## src/hdl/e2c_pkg.sv

```systemverilog
`timescale 1ns / 1ps
`default_nettype none
// ----------------------------------------------------------------------------
// e2c_pkg: shared types, constants and calendar helpers
// Holds the result record, the second counts used by the sequencer and the
// small calendar tables for the epoch to calendar converter.
// ----------------------------------------------------------------------------
package e2c_pkg;

  // Width of the shared adder and of the working accumulator.
  localparam int unsigned AccW = 34;

  // Seconds per common and leap year, per day, hour and minute; days per week.
  localparam logic [AccW-1:0] YEAR_SECS      = 34'd31536000;
  localparam logic [AccW-1:0] LEAP_YEAR_SECS = 34'd31622400;
  localparam logic [AccW-1:0] DAY_SECS       = 34'd86400;
  localparam logic [AccW-1:0] HOUR_SECS      = 34'd3600;
  localparam logic [AccW-1:0] MIN_SECS       = 34'd60;
  localparam logic [AccW-1:0] WEEK_DAYS      = 34'd7;

  // Start year as an offset from 1900, and the weekday of its January first.
  localparam logic [7:0] BASE_YEAR_OFS = 8'd70;
  localparam logic [2:0] BASE_WEEKDAY  = 3'd4;   // Thursday

  // Restoring division start bits (quotient widths minus one).
  localparam logic [3:0] DAY_TOP_BIT  = 4'd8;
  localparam logic [3:0] HOUR_TOP_BIT = 4'd4;
  localparam logic [3:0] MIN_TOP_BIT  = 4'd5;
  localparam logic [3:0] WEEK_TOP_BIT = 4'd5;

  localparam logic [3:0] LAST_MONTH = 4'd11;
  localparam logic [3:0] FEBRUARY   = 4'd1;

  // One result record; the last field sits in the lowest bits.
  typedef struct packed {
    logic [2:0] weekday;
    logic [8:0] day_of_year;
    logic [7:0] years_since_1900;
    logic [3:0] month_index;
    logic [4:0] day_of_month;
    logic [4:0] hour;
    logic [5:0] minute;
    logic [5:0] second;
  } result_t;

  // Gregorian rule over 1901..2038: every fourth year, 1900 itself excluded.
  function automatic logic is_leap(input logic [7:0] year_ofs);
    return (year_ofs[1:0] == 2'd0) && (year_ofs != 8'd0);
  endfunction

  // Length of a month in days.
  function automatic logic [4:0] month_days(input logic [3:0] month, input logic leap);
    logic [4:0] len;
    case (month)
      4'd0, 4'd2, 4'd4, 4'd6, 4'd7, 4'd9, 4'd11: len = 5'd31;
      4'd3, 4'd5, 4'd8, 4'd10:                   len = 5'd30;
      FEBRUARY:                                  len = leap ? 5'd29 : 5'd28;
      default:                                   len = 5'd31;
    endcase
    return len;
  endfunction

endpackage
`default_nettype wire

```

## src/hdl/e2c_alu.sv

```systemverilog
`timescale 1ns / 1ps
`default_nettype none
// ----------------------------------------------------------------------------
// e2c_alu: shared add/subtract unit
// One signed adder used by every step of the sequencer; it reports whether
// the result went negative, which drives all compare decisions.
// ----------------------------------------------------------------------------
module e2c_alu (
  input  wire logic signed [e2c_pkg::AccW-1:0] a,
  input  wire logic        [e2c_pkg::AccW-1:0] b,
  input  wire logic                            sub,
  output logic      signed [e2c_pkg::AccW-1:0] sum,
  output logic                                 neg
);

  // Add or subtract the operand, then take the sign of the result.
  always_comb begin
    if (sub) begin
      sum = a - $signed(b);
    end else begin
      sum = a + $signed(b);
    end
    neg = sum[e2c_pkg::AccW-1];
  end

endmodule
`default_nettype wire

```

## src/hdl/e2c_core.sv

```systemverilog
`timescale 1ns / 1ps
`default_nettype none
// ----------------------------------------------------------------------------
// e2c_core: calendar conversion sequencer
// Steps whole years from 1970, splits the remainder into days, hours,
// minutes and seconds by restoring division, steps months and finds the
// weekday, all through one shared adder.
// ----------------------------------------------------------------------------
module e2c_core (
  input  wire logic                   clk,
  input  wire logic                   rst,
  input  wire logic                   start,
  input  wire logic signed [31:0]     epoch_seconds,
  input  wire logic                   res_ack,
  output logic                        idle,
  output logic                        res_valid,
  output e2c_pkg::result_t            result
);

  typedef enum logic [3:0] {
    ST_IDLE, ST_YFWD, ST_YBWD, ST_DDAY, ST_DHOUR, ST_DMIN, ST_MONTH, ST_DWEEK, ST_DONE
  } state_t;

  state_t                             state;
  logic signed [e2c_pkg::AccW-1:0]    acc;
  logic [7:0]                         year;
  logic [2:0]                         wd_jan1;
  logic [3:0]                         step;
  logic [8:0]                         quo;
  logic [8:0]                         yday;
  logic [4:0]                         hour;
  logic [5:0]                         minute;
  logic [5:0]                         second;
  logic [3:0]                         month;
  logic [4:0]                         dom;
  logic [2:0]                         weekday;

  logic [e2c_pkg::AccW-1:0]           alu_b;
  logic                               alu_sub;
  logic signed [e2c_pkg::AccW-1:0]    alu_sum;
  logic                               alu_neg;
  logic                               fits;
  logic [7:0]                         year_prev;
  logic                               leap_cur;
  logic                               leap_prev;
  logic [8:0]                         quo_next;
  logic [2:0]                         rem7;
  logic [3:0]                         wsum;
  logic [2:0]                         weekday_next;

  // Advance or retreat the January-first weekday by one year.
  function automatic logic [2:0] wd_fwd(input logic [2:0] wd, input logic leap);
    logic [3:0] s;
    s = {1'b0, wd} + (leap ? 4'd2 : 4'd1);
    return (s >= 4'd7) ? 3'(s - 4'd7) : s[2:0];
  endfunction

  function automatic logic [2:0] wd_bwd(input logic [2:0] wd, input logic leap);
    logic [3:0] s;
    s = {1'b0, wd} + (leap ? 4'd5 : 4'd6);
    return (s >= 4'd7) ? 3'(s - 4'd7) : s[2:0];
  endfunction

  e2c_alu u_alu (
    .a   (acc),
    .b   (alu_b),
    .sub (alu_sub),
    .sum (alu_sum),
    .neg (alu_neg)
  );

  assign year_prev = year - 8'd1;
  assign leap_cur  = e2c_pkg::is_leap(year);
  assign leap_prev = e2c_pkg::is_leap(year_prev);
  assign fits      = !alu_neg;
  assign quo_next  = quo | (fits ? (9'd1 << step) : 9'd0);

  // Operand selection for the shared adder.
  always_comb begin
    alu_b   = '0;
    alu_sub = 1'b1;
    case (state)
      ST_YFWD:  alu_b = leap_cur ? e2c_pkg::LEAP_YEAR_SECS : e2c_pkg::YEAR_SECS;
      ST_YBWD: begin
        alu_sub = 1'b0;
        alu_b   = leap_prev ? e2c_pkg::LEAP_YEAR_SECS : e2c_pkg::YEAR_SECS;
      end
      ST_DDAY:  alu_b = e2c_pkg::DAY_SECS << step;
      ST_DHOUR: alu_b = e2c_pkg::HOUR_SECS << step;
      ST_DMIN:  alu_b = e2c_pkg::MIN_SECS << step;
      ST_DWEEK: alu_b = e2c_pkg::WEEK_DAYS << step;
      ST_MONTH: alu_b = e2c_pkg::AccW'(e2c_pkg::month_days(month, leap_cur));
      default:  alu_b = '0;
    endcase
  end

  // Weekday from the January-first weekday and the day of year modulo seven.
  always_comb begin
    rem7         = fits ? alu_sum[2:0] : acc[2:0];
    wsum         = {1'b0, wd_jan1} + {1'b0, rem7};
    weekday_next = (wsum >= 4'd7) ? 3'(wsum - 4'd7) : wsum[2:0];
  end

  // Sequencer state and working registers.
  always_ff @(posedge clk) begin
    if (rst) begin
      state <= ST_IDLE;
    end else begin
      case (state)
        ST_IDLE: begin
          if (start) begin
            acc     <= e2c_pkg::AccW'(epoch_seconds);
            year    <= e2c_pkg::BASE_YEAR_OFS;
            wd_jan1 <= e2c_pkg::BASE_WEEKDAY;
            state   <= epoch_seconds[31] ? ST_YBWD : ST_YFWD;
          end
        end
        ST_YFWD: begin
          if (fits) begin
            acc     <= alu_sum;
            year    <= year + 8'd1;
            wd_jan1 <= wd_fwd(wd_jan1, leap_cur);
          end else begin
            step  <= e2c_pkg::DAY_TOP_BIT;
            quo   <= '0;
            state <= ST_DDAY;
          end
        end
        ST_YBWD: begin
          acc     <= alu_sum;
          year    <= year_prev;
          wd_jan1 <= wd_bwd(wd_jan1, leap_prev);
          if (fits) begin
            step  <= e2c_pkg::DAY_TOP_BIT;
            quo   <= '0;
            state <= ST_DDAY;
          end
        end
        ST_DDAY: begin
          if (fits) acc <= alu_sum;
          if (step == 4'd0) begin
            yday  <= quo_next;
            quo   <= '0;
            step  <= e2c_pkg::HOUR_TOP_BIT;
            state <= ST_DHOUR;
          end else begin
            quo  <= quo_next;
            step <= step - 4'd1;
          end
        end
        ST_DHOUR: begin
          if (fits) acc <= alu_sum;
          if (step == 4'd0) begin
            hour  <= quo_next[4:0];
            quo   <= '0;
            step  <= e2c_pkg::MIN_TOP_BIT;
            state <= ST_DMIN;
          end else begin
            quo  <= quo_next;
            step <= step - 4'd1;
          end
        end
        ST_DMIN: begin
          if (step == 4'd0) begin
            minute <= quo_next[5:0];
            second <= fits ? alu_sum[5:0] : acc[5:0];
            acc    <= e2c_pkg::AccW'(yday);
            month  <= '0;
            state  <= ST_MONTH;
          end else begin
            if (fits) acc <= alu_sum;
            quo  <= quo_next;
            step <= step - 4'd1;
          end
        end
        ST_MONTH: begin
          // December keeps whatever days are left.
          if (month != e2c_pkg::LAST_MONTH && fits) begin
            acc   <= alu_sum;
            month <= month + 4'd1;
          end else begin
            dom   <= acc[4:0] + 5'd1;
            acc   <= e2c_pkg::AccW'(yday);
            step  <= e2c_pkg::WEEK_TOP_BIT;
            state <= ST_DWEEK;
          end
        end
        ST_DWEEK: begin
          if (fits) acc <= alu_sum;
          if (step == 4'd0) begin
            weekday <= weekday_next;
            state   <= ST_DONE;
          end else begin
            step <= step - 4'd1;
          end
        end
        ST_DONE: begin
          if (res_ack) state <= ST_IDLE;
        end
        default: state <= ST_IDLE;
      endcase
    end
  end

  assign idle      = (state == ST_IDLE);
  assign res_valid = (state == ST_DONE);

  always_comb begin
    result.second           = second;
    result.minute           = minute;
    result.hour             = hour;
    result.day_of_month     = dom;
    result.month_index      = month;
    result.years_since_1900 = year;
    result.day_of_year      = yday;
    result.weekday          = weekday;
  end

endmodule
`default_nettype wire

```

## src/hdl/epoch_to_calendar.sv

```systemverilog
`timescale 1ns / 1ps
`default_nettype none
// ----------------------------------------------------------------------------
// epoch_to_calendar: Unix seconds to broken-down UTC calendar time
// Accepts one signed 32-bit epoch count and returns second, minute, hour,
// day of month, month, year, day of year and weekday through an output
// register so a waiting result does not block the next input.
// ----------------------------------------------------------------------------
// From the accepting edge to the output register the sequencer steps one whole
// year at a time from 1970, then runs 9 + 5 + 6 division steps, 1 to 12 month
// steps, 6 weekday steps and a hand-off to the output register.
// Input is ready only while the sequencer is idle, so a new epoch count is taken
// only after the last result has been handed off. Reset (rst, synchronous) empties
// the output register and returns the sequencer to idle.
module epoch_to_calendar (
  input  wire logic        clk,
  input  wire logic        rst,
  input  wire logic        s_tvalid,
  output logic             s_tready,
  input  wire logic [31:0] s_tdata,   // [31:0] epoch_seconds
  output logic             m_tvalid,
  input  wire logic        m_tready,
  output logic [47:0]      m_tdata    // [5:0] second, [11:6] minute, [16:12] hour,
                                      // [21:17] day_of_month, [25:22] month_index,
                                      // [33:26] years_since_1900, [42:34] day_of_year,
                                      // [45:43] weekday, [47:46] zero
);

  logic              core_idle;
  logic              res_valid;
  logic              res_ack;
  e2c_pkg::result_t  core_result;
  e2c_pkg::result_t  out_reg;

  assign s_tready = core_idle;

  e2c_core u_core (
    .clk           (clk),
    .rst           (rst),
    .start         (s_tvalid && core_idle),
    .epoch_seconds ($signed(s_tdata)),
    .res_ack       (res_ack),
    .idle          (core_idle),
    .res_valid     (res_valid),
    .result        (core_result)
  );

  // Load the output register whenever it is empty or being drained.
  assign res_ack = res_valid && (!m_tvalid || m_tready);

  always_ff @(posedge clk) begin
    if (rst) begin
      m_tvalid <= 1'b0;
    end else begin
      if (res_ack) begin
        m_tvalid <= 1'b1;
        out_reg  <= core_result;
      end else if (m_tready) begin
        m_tvalid <= 1'b0;
      end
    end
  end

  assign m_tdata = {2'b00, out_reg};

endmodule
`default_nettype wire
```

## config.mk

```make
export PLATFORM = sky130hd
export DESIGN_NAME = epoch_to_calendar
export DESIGN_NICKNAME = d
export VERILOG_FILES = /design/src/hdl/e2c_pkg.sv /design/src/hdl/e2c_alu.sv /design/src/hdl/e2c_core.sv /design/src/hdl/epoch_to_calendar.sv
export SDC_FILE = /design/constraint.sdc
export NUM_CORES = 1
export LEC_CHECK = 0
export ABC_AREA = 1
export BUFFER_PORTS_ARGS = -buffer_cell sky130_fd_sc_hd__buf_2
export CORE_ASPECT_RATIO = 1.2
export CORE_UTILIZATION = 52
export CTS_CLUSTER_DIAMETER = 60
export DETAILED_ROUTE_END_ITERATION = 10
export GPL_TIMING_DRIVEN = 0
export PLACE_DENSITY = 0.7
export SYNTH_ARGS = -nofsm -noshare
export SYNTH_HDL_FRONTEND = slang
export SYNTH_SLANG_ARGS = --single-unit
```

## constraint.sdc

```tcl
create_clock -name clk -period 6.8 [get_ports clk]
set_clock_uncertainty 0.05 [all_clocks]
set_input_delay 0.68 -clock clk [delete_from_list [all_inputs] [get_ports clk]]
set_output_delay 0.68 -clock clk [all_outputs]
set_load 0.01 [all_outputs]
```

Word-level counts from Yosys, hierarchy flattened
Cells that the tools add are included.
{"block": "classes", "n_shift": 5, "n_reduce_logical": 36, "mux": 53, "n_eq_ne": 27, "add_sub_neg": 13, "magnitude_cmp": 3, "bitwise": 3}
{"operator": "$pmux W34 S7", "count": 1}
{"operator": "$mux W34", "count": 5}
{"operator": "$pmux W34 S5", "count": 1}
{"operator": "$mux W4", "count": 17}
{"operator": "$mux W9", "count": 5}
{"operator": "$mux W18", "count": 2}
{"operator": "$pmux W4 S9", "count": 1}
{"operator": "$pmux W9 S4", "count": 1}
{"operator": "$add A34 B34 Y34", "count": 1}
{"operator": "$shl A12 B4 Y34 const A", "count": 1}
{"operator": "$shl A17 B4 Y34 const A", "count": 1}
{"operator": "$shl A3 B4 Y34 const A", "count": 1}
{"operator": "$shl A6 B4 Y34 const A", "count": 1}
{"operator": "$sub A34 B34 Y34", "count": 1}
{"operator": "$pmux W4 S6", "count": 1}
{"operator": "$pmux W8 S3", "count": 1}
{"operator": "$eq A4 B3 Y1 const B", "count": 5}
{"operator": "$mux W3", "count": 6}
{"operator": "$reduce_and A3 Y1", "count": 6}
{"operator": "$mux W8", "count": 2}
{"operator": "$ne A2 B1 Y1 const B", "count": 8}
{"operator": "$reduce_bool A8 Y1", "count": 2}
{"operator": "$eq A4 B2 Y1 const B", "count": 3}
{"operator": "$eq A4 B4 Y1 const B", "count": 3}
{"operator": "other kinds (38)", "count": 64}
{"block": "totals", "regBits": 147, "out_inout_bits": 50, "word_cells": 162, "input_bits": 36}

Longest topological paths before layout
Gate-level depths: netlist of the first run.
{"block": "depth", "ltp_word": 11, "depth_mapped": 42}

Cells and area by module
Synthesis of the first run repeated with hierarchy kept, for this count alone.
{"block": "hier_totals", "hier_cells": 1543, "area_unflattened_um2": 11594.9}
{"mod": "e2c_core", "n_inst": 1, "seq_area_each_um2": 2962.8, "area_per_inst_um2": 6795.3, "cells_per_inst": 825}
{"mod": "e2c_alu", "n_inst": 1, "seq_area_each_um2": 0.0, "area_per_inst_um2": 3337.0, "cells_per_inst": 659}
{"mod": "epoch_to_calendar", "n_inst": 1, "seq_area_each_um2": 1401.3, "area_per_inst_um2": 1462.7, "cells_per_inst": 59}

Least setup slack after synthesis of the first run
No wires, ideal clock.
{"block": "synth_path", "path_kind": "register -> register", "from": "reg u_core.year[0]", "to": "reg u_core.weekday[1] (data pin)", "synth_period_minus_slack_ps": 5954, "setup_ps": 260, "stages_incl_launch_ff": 37, "setup_slack_ps": 846, "t_arrival_ps": 5644, "cell_sequence": "edfxtp_1 -> inv_1 -> ha_1 -> inv_1 -> nor2_1 -> nand3_1 -> o21ai_0 -> inv_1 -> o21ai_0 -> nand2_1 -> inv_1 -> ha_1 -> inv_1 -> nor3_2 -> nand3_1 -> nor2_2 -> nand3_1 -> nand2_1 -> xor2_1 -> inv_1 -> ha_1 -> nand2_1 -> nor2_1 -> nand2_1 -> nor3_1 -> nand3_1 -> nand4_2 -> nand2_2 -> buf_2 -> nand2_1 -> o21ai_0 -> ha_1 -> fa_1 -> ha_1 -> nand2_1 -> nand2_1 -> mux2_2"}
{"block": "synth_between", "elab_chain_cells": 11}
{"item": "from (decl)", "line_no": "e2c_core.sv:26", "source": "logic [7:0] year;"}
{"item": "from (signal assigned)", "line_no": "e2c_core.sv:113", "source": "year <= e2c_pkg::BASE_YEAR_OFS;"}
{"item": "from (signal assigned)", "line_no": "e2c_core.sv:121", "source": "year <= year + 8'd1;"}
{"item": "from (signal assigned)", "line_no": "e2c_core.sv:131", "source": "year <= year_prev;"}
{"item": "$sub A8 B1 Y8 (tied with other cells)", "line_no": "e2c_core.sv:72", "source": "assign year_prev = year - 8'd1;"}
{"item": "$reduce_bool A8 Y1 (tied with other cells)", "line_no": "e2c_pkg.sv:48", "source": "return (year_ofs[1:0] == 2'd0) && (year_ofs != 8'd0);"}
{"item": "$logic_and A1 B1 Y1 or $mux W1 (tied branches)", "line_no": "e2c_pkg.sv:48, e2c_pkg.sv:57"}
{"item": "$mux W18 or $pmux W5 S2 (tied branches)", "line_no": "e2c_core.sv:86, e2c_pkg.sv:54"}
{"item": "$pmux W34 S7 (*)", "line_no": "e2c_core.sv:82", "source": "case (state)"}
{"item": "$sub A34 B34 Y34 or $add A34 B34 Y34 (tied branches)", "line_no": "e2c_alu.sv:19, e2c_alu.sv:21"}
{"item": "$mux W34 (*)", "line_no": "e2c_alu.sv:18", "source": "if (sub) begin"}
{"item": "$mux W3 (*)", "line_no": "e2c_core.sv:99", "source": "rem7 = fits ? alu_sum[2:0] : acc[2:0];"}
{"item": "via u_core.rem7[0]", "line_no": "e2c_core.sv:47", "source": "logic [2:0] rem7;"}
{"item": "$add A3 B3 Y4 (*)", "line_no": "e2c_core.sv:100", "source": "wsum = {1'b0, wd_jan1} + {1'b0, rem7};"}
{"item": "$ge A4 B3 Y1 or $sub A3 B3 Y3 (tied branches)", "line_no": "e2c_core.sv:101", "source": "weekday_next = (wsum >= 4'd7) ? 3'(wsum - 4'd7) : wsum[2:0];"}
{"item": "$mux W3 (*)", "line_no": "e2c_core.sv:101"}
{"item": "via u_core.weekday_next[1]", "line_no": "e2c_core.sv:49", "source": "logic [2:0] weekday_next;"}
{"item": "to (signal assigned)", "line_no": "e2c_core.sv:191", "source": "weekday <= weekday_next;"}
{"item": "to (decl)", "line_no": "e2c_core.sv:36", "source": "logic [2:0] weekday;"}
The timed path passes the listed nets; every way through them passes the cells marked *.
A chain may end at the register's enable or synchronous reset.

Final worst setup path of the first run
{"block": "layout_path", "from": "reg u_core.step[2]", "to": "reg u_core.weekday[1] (data pin)"}
{"block": "layout_between", "elab_chain_cells": 8}
{"item": "from (decl)", "line_no": "e2c_core.sv:28", "source": "logic [3:0] step;"}
{"item": "from (signal assigned)", "line_no": "e2c_core.sv:124", "source": "step <= e2c_pkg::DAY_TOP_BIT;"}
{"item": "from (signal assigned)", "line_no": "e2c_core.sv:134", "source": "step <= e2c_pkg::DAY_TOP_BIT;"}
{"item": "from (signal assigned)", "line_no": "e2c_core.sv:144", "source": "step <= e2c_pkg::HOUR_TOP_BIT;"}
{"item": "$shl A12 B4 Y34 (tied with other cells)", "line_no": "e2c_core.sv:89", "source": "ST_DHOUR: alu_b = e2c_pkg::HOUR_SECS << step;"}
{"item": "$pmux W34 S7 (*)", "line_no": "e2c_core.sv:82"}
{"item": "$sub A34 B34 Y34 or $add A34 B34 Y34 (tied branches)", "line_no": "e2c_alu.sv:19, e2c_alu.sv:21"}
{"item": "$mux W34 (*)", "line_no": "e2c_alu.sv:18"}
{"item": "$mux W3 (*)", "line_no": "e2c_core.sv:99"}
{"item": "via u_core.rem7[0]", "line_no": "e2c_core.sv:47"}
{"item": "$add A3 B3 Y4 (*)", "line_no": "e2c_core.sv:100"}
{"item": "$ge A4 B3 Y1 or $sub A3 B3 Y3 (tied branches)", "line_no": "e2c_core.sv:101"}
{"item": "$mux W3 (*)", "line_no": "e2c_core.sv:101"}
{"item": "via u_core.weekday_next[1]", "line_no": "e2c_core.sv:49"}
Marks and branches as above.

==> run metrics, run 1 <==
Mapped Cells=~1600; Max-cap violations=0; initial antenna violation count=0; CP delay by family, top=simple AND/OR/NAND/NOR gates; Synth Warn #=0; final setup violating endpoints=0; Num CTS Buffers=17; Slew Limit Fails=0; pin count of the biggest net entering global routing=19; post-synthesis xor/xnor area fraction=just under 3%; syn avg cell area=~7 um^2; max_slew headroom=roughly 6.9%; CTS Hold Buffers Added=0; Primary FF master, synth=edfxtp_1; crit path DAT=~6600 ps; Data required, critical path=6930 ps; main combinational cell family by area after synthesis=simple AND/OR/NAND/NOR gates; Routed Antenna Nets=0; TritonCTS Sinks=between 100 and 150; CTS max path bufs=2; first-pass GRT wire length=57400 um; commonest cells after routing, fill and taps aside=nand2_1 (421), nor2_1 (206), nand3_1 (195); Tcrit/Tclk final=a little over nine tenths; DP HPWL=about 30000 um; largest area contributor in the netlist=edfxtp_1; placed cell areas=12400 um^2; crit path buf inv count=8; Critical Path Max Stage Delay=between 500 and 600 ps; CP most frequent cell=nand2_1; crit-path max FO=10; CTS tree=built; area share of fa/ha/maj cells after synthesis=6.85%; Post-synth EDFFs=142; RePlAce Congestion=~1.0; Inserted Diodes=0; Clock Latency Late Sink=about 440 ps; DIE WIDTH=~140 um; Final Hold Viols=0; via count=about 11000; Port Buffers=83; violated checks=DRC; DRC violations left=24; total track usage=33.5%; nets=roughly 1800; status=finished with violations; slowest stage cell, crit path=fa_1; mapped cell area=~12000 um^2; Synth cell types=57; total wire length=38100 um; Worst Max-Slew Pin Slew=~1400 ps; Worst-path clk slew=around 70 ps; CTS Root Cell=clkbuf_16; complex-gate fraction of the synthesized area=8.63%; HP Class=reg2reg; total congestion overflow=0; CTS H-tree lvls=4; Final Critical Period=approximately 6500 ps; vias in the first global route=around 10000; Area contributors post-synth=edfxtp_1 (37%), nand2_1 (14%), nand3_1 (8.5%); per-cell routed wire length=roughly 19 um; Initial DRC Count=about 1100; Seq cells post-synth=147; Peak Freq=154 MHz; Die Y=~170 um; ratio of cells with drive above 1 in the final layout=approximately 14%; asr flop ratio synth=0%; final instance area=13300 um^2; Starting Density=between 50% and 60%; share of the synthesized area in the top cell type=a little under two fifths; Synth-to-Final Area Change=15.2%; drt first pass iters=9; Top Ports=86; die area=~23000 um^2; Startpoint Class=flop; Hold WS=367 ps; post-synthesis mux area share=less than 1%; Core Area=between 20000 and 25000 um^2; vias per cell=about 5.7; CP Capture Type=flop; Post-Synth Simple-Gate Area=a little over a third; post-synthesis sequential area ratio=a little under two fifths; commonest non-fill, non-tap cell in the layout=nand2_1; Rows=between 50 and 60; number of fill cells=2019; kind of critical path=reg2reg
-- area by class of cell --
type	instances	area [um^2]	area share, %
buffer	42	234	1.75
clock buffer	17	425	3.19
clock inverter	15	209	1.57
inverter	207	785	5.88
multi-input combinational	1213	6410	48.1
sequential	147	4370	32.7
tap	274	343	2.57
timing repair buffer	98	559	4.19
-- cells by family after synthesis --
logic type | count (synthesis)
and+or+nand+nor | 933
other | 1
DFF | 147
adders and majority gates | 61
buffers and inverters | 249
xor gates and xnor gates | 38
muxes | 1
AOI/OAI and AO/OA | 178
-- synth_stat cells (3+ instances only) --
library cell  number
clkinv_1           4
o21bai_1           5
buf_4              5
o21ai_0           45
nor2_4             3
edfxtp_1         142
clkbuf_1          15
fa_1               4
nor4_1             4
a21oi_1           88
or2_2              5
inv_1            195
buf_6              3
buf_2             16
ha_1              57
xnor2_1           15
nand2_4            6
nand2_2            5
o22ai_1            8
xor2_1            22
buf_1              3
nor2_2             6
nand3_1          197
nor2_1           215
nor3_1            22
o21ai_1            4
inv_2              8
nand3b_1          10
nand2_1          425
a21o_1             7
dfxtp_1            5
nand4_1           24
-- registers in the layout, indices dropped and copies added, names as in the netlist --
register,count
u_core.step,4
u_core.month,4
u_core.hour,5
m_tvalid,1
u_core.yday,9
u_core.minute,6
u_core.wd_jan1,3
m_tdata,46
u_core.quo,9
u_core.year,8
u_core.weekday,3
u_core.acc,34
u_core.dom,5
u_core.state,4
u_core.second,6
-- final timing paths --
kind	start	endpoint	slack [ps]	cells after the start
worst max-delay path	u_core.step[2]$_DFFE_PP_	u_core.weekday[1]$_DFFE_PP_	310	35
worst min-delay path	u_core.minute[4]$_DFFE_PP_	m_tdata[10]$_DFFE_PP_	370	0
worst max register to register	u_core.step[2]$_DFFE_PP_	u_core.weekday[1]$_DFFE_PP_	310	35
worst min register to register	u_core.minute[4]$_DFFE_PP_	m_tdata[10]$_DFFE_PP_	370	0
-- what timing repair did --
item                       CTS  global route
setup endpoints to repair   24            17
buffers inserted             2             8
gates resized for setup     19            38
pin swaps                    1             2
-- per-layer routing --
layer / vias to the layer above / GRT usage [%] / routed length [um]
li1: 5573 / - / -
met5: - / 0 / 0
met3: 107 / 4.44 / 2530
met2: 504 / 58.0 / 17900
met4: 0 / 19.7 / 2130
met1: 5311 / 40.4 / 15600
-- stage by stage --
| step | TNS [ps] | instances | setup WS (ps) | util, % |
|---|---|---|---|---|
| 3_5_place_dp | -10070 | 1971 | -1110 | 57.1 |
| 4_1_cts | 0 | 2005 | 29.9 | 60.3 |
| 3_3_place_gp | -23720 | 1966 | -1070 | 56.7 |
| 2_1_floorplan | 0 | 1609 | 846 | - |
| 5_1_grt | -28.7 | 2013 | -28.7 | 61.2 |
| 6_report | 0 | 2013 | 312 | 61.2 |
Power of run 1 is not shown: default switching activity piles up to over one toggle a cycle in this logic, so the estimate is an artifact.
==> inputs of run 2 (changes only) <==
--- a/config.mk
+++ b/config.mk
@@ -7,12 +7,13 @@
 export LEC_CHECK = 0
 export ABC_AREA = 1
 export BUFFER_PORTS_ARGS = -buffer_cell sky130_fd_sc_hd__buf_2
+export CAP_MARGIN = 0
 export CORE_ASPECT_RATIO = 1.2
-export CORE_UTILIZATION = 52
+export CORE_UTILIZATION = 60
 export CTS_CLUSTER_DIAMETER = 60
 export DETAILED_ROUTE_END_ITERATION = 10
 export GPL_TIMING_DRIVEN = 0
-export PLACE_DENSITY = 0.7
+export PLACE_DENSITY = 0.8
 export SYNTH_ARGS = -nofsm -noshare
 export SYNTH_HDL_FRONTEND = slang
 export SYNTH_SLANG_ARGS = --single-unit
==> run 2 against run 1 <==
The flow still finishes with violations (DRC). Sequential share of layout area decreased by 0.083 points. Register-to-register slack got worse by 140 ps. Critical path depth unchanged. Clock-buffer cell count unchanged. Via count increased by 4.8%. Maximum frequency decreased by 2.2%. Cell count decreased by 0.75%. Global-route usage increased by 6.7 points. Core utilization increased by 9.7 points. Die area decreased by 13%. First-iteration DRC count increased by 15%. Critical path type unchanged. Flip-flop and latch count unchanged.
==> run metrics, run 2 (synthesis results as in run 1) <==
Startpoint Class=flop (unchanged); vias per cell=6.03 (was 5.71); Max-cap violations=0 (unchanged); via count=12000 (was 11500); multi-input logic area=6460 um^2 (was 6410 um^2); CTS tree=built (unchanged); Final Critical Period=6630 ps (was 6490 ps); end point of the critical path=u_core.weekday[1]$_DFFE_PP_ (unchanged); Core Area=18900 um^2 (was 21800 um^2); Hold WS=370 ps (was 367 ps); Port Buffers=83 (unchanged); Worst-path clk slew=80 ps (was 70 ps); violated checks=DRC (unchanged); DRC violations left=2 (was 24); Hold Path Depth=0 (unchanged); number of fill cells=1547 (was 2019); crit path DAT=6770 ps (was 6620 ps); Synth-to-Final Area Change=15.5% (was 15.2%); Non-Filler Instances=1998 (was 2013); Die Y=154 um (was 165 um); Num CTS Buffers=17 (unchanged); final setup violating endpoints=0 (unchanged); total track usage=40.2% (was 33.5%); pin count of the biggest net entering global routing=19 (unchanged); CP Capture Type=flop (unchanged); initial antenna violation count=0 (unchanged); Post-Place Cells=1953 (was 1971); Slew Limit Fails=0 (unchanged); status=finished with violations (unchanged); DIE WIDTH=129 um (was 138 um); R2R setup slack=170 ps (was 310 ps); total wire length=39600 um (was 38100 um); crit-path max FO=10 (unchanged); kind of critical path=reg2reg (unchanged); Routed Antenna Nets=0 (unchanged); Worst R2R Path Depth=35 (unchanged); nets=1826 (was 1823); Final Hold Viols=0 (unchanged); commonest cells after routing, fill and taps aside=nand2_1 (419), nor2_1 (204), nand3_1 (195) (was nand2_1 (421), nor2_1 (206), nand3_1 (195)); CTS max path bufs=2 (unchanged); die area=19900 um^2 (was 22900 um^2); total congestion overflow=0 (unchanged); max_slew headroom=7.44% (was 6.85%); TritonCTS Sinks=147 (unchanged); Clock Latency Late Sink=450 ps (was 440 ps); Inserted Diodes=0 (unchanged); Worst R2R Start=u_core.step[2]$_DFFE_PP_ (unchanged); per-cell routed wire length=19.8 um (was 18.9 um); HP Class=reg2reg (unchanged); drt first pass iters=9 (unchanged); slowest stage cell, crit path=fa_1 (unchanged); CP startpoint=u_core.step[2]$_DFFE_PP_ (unchanged); placed cell areas=12400 um^2 (about the same); vias in the first global route=11100 (was 10400); Peak Freq=151 MHz (was 154 MHz); Worst Max-Slew Pin Slew=1380 ps (was 1390 ps); reg2reg end=u_core.weekday[1]$_DFFE_PP_ (unchanged); RePlAce Congestion=0.990 (was 1.00); Register Area=4370 um^2 (unchanged); Starting Density=61.4% (was 53.2%); ratio of cells with drive above 1 in the final layout=14.6% (was 13.9%); Critical Path Max Stage Delay=530 ps (was 510 ps); Initial DRC Count=1257 (was 1089); final instance area=13400 um^2 (was 13300 um^2); Tcrit/Tclk final=97.5% (was 95.4%); DP HPWL=29300 um (was 30100 um); first-pass GRT wire length=59300 um (was 57400 um); post-route setup TNS=0 ps (unchanged); Rows=55 (was 59); Top Ports=86 (unchanged); max reg flops=46 (unchanged); commonest non-fill, non-tap cell in the layout=nand2_1 (unchanged); CP most frequent cell=nand2_1 (unchanged); CTS H-tree lvls=4 (unchanged); CTS Root Cell=clkbuf_16 (unchanged); Data required, critical path=6940 ps (was 6930 ps)
-- run 2: cell count changes in the layout (fill, tap and decap cells not counted), sizes merged --
cell    change
buf         +3
bufinv      -3
inv         -4
clkinv      +7
-- run 2: metrics by stage --
stage          utilization (%)  worst slack (ps)
2_1_floorplan                -               846
3_3_place_gp              65.3             -1040
3_5_place_dp              65.8             -1270
4_1_cts                   69.7              23.2
5_1_grt                   70.9             -74.8
6_report                  70.9               168
-- run 2: critical path, delay by kind of cell (launching register included) --
family / cells / cell delay, ps
buffers and inverters: 8 / 1250
AO/OA/AOI/OAI: 4 / 630
AND/OR/NAND/NOR: 16 / 2000
multiplexers: 1 / 350
adder cells (fa/ha/maj): 5 / 1450
flip-flops: 1 / 410
XOR/XNOR: 1 / 240
-- run 2: worst min path at each step --
stage / start / end
final: u_core.minute[5]$_DFFE_PP_ / m_tdata[11]$_DFFE_PP_
after global routing: u_core.minute[5]$_DFFE_PP_ / m_tdata[11]$_DFFE_PP_
after CTS: u_core.minute[5]$_DFFE_PP_ / m_tdata[11]$_DFFE_PP_
after detailed placement: u_core.minute[5]$_DFFE_PP_ / m_tdata[11]$_DFFE_PP_
after global placement: u_core.minute[2]$_DFFE_PP_ / m_tdata[8]$_DFFE_PP_
after floorplan: u_core.second[0]$_DFFE_PP_ / m_tdata[0]$_DFFE_PP_
-- run 2: area by class of cell --
class / instances / share of cell area (%)
buffer: 42 / 1.78
clock inverter: 15 / 1.39
inverter: 207 / 5.87
clock buffer: 17 / 3.18
tap: 256 / 2.40
timing repair buffer: 101 / 4.38
sequential: 147 / 32.7
multi-input combinational: 1213 / 48.3
-- run 2: timing repair --
| item | 4_1_cts | 5_1_grt |
|---|---|---|
| setup endpoints to repair | 44 | 17 |
| gates resized for setup | 23 | 50 |
| hold buffers | 0 | 0 |
| setup buffers | 4 | 9 |
| pin swaps | 1 | 7 |
-- run 2: routing by layer --
metal  wire length [um]  part of all wire (%)  global-route usage [%]
met5                  0                     0                       0
met4               2880                   7.3                    26.5
met3               4050                    10                    8.73
met2              18000                    46                    64.3
met1              14600                    37                    48.5
Power of run 2 is left out for the same reason.
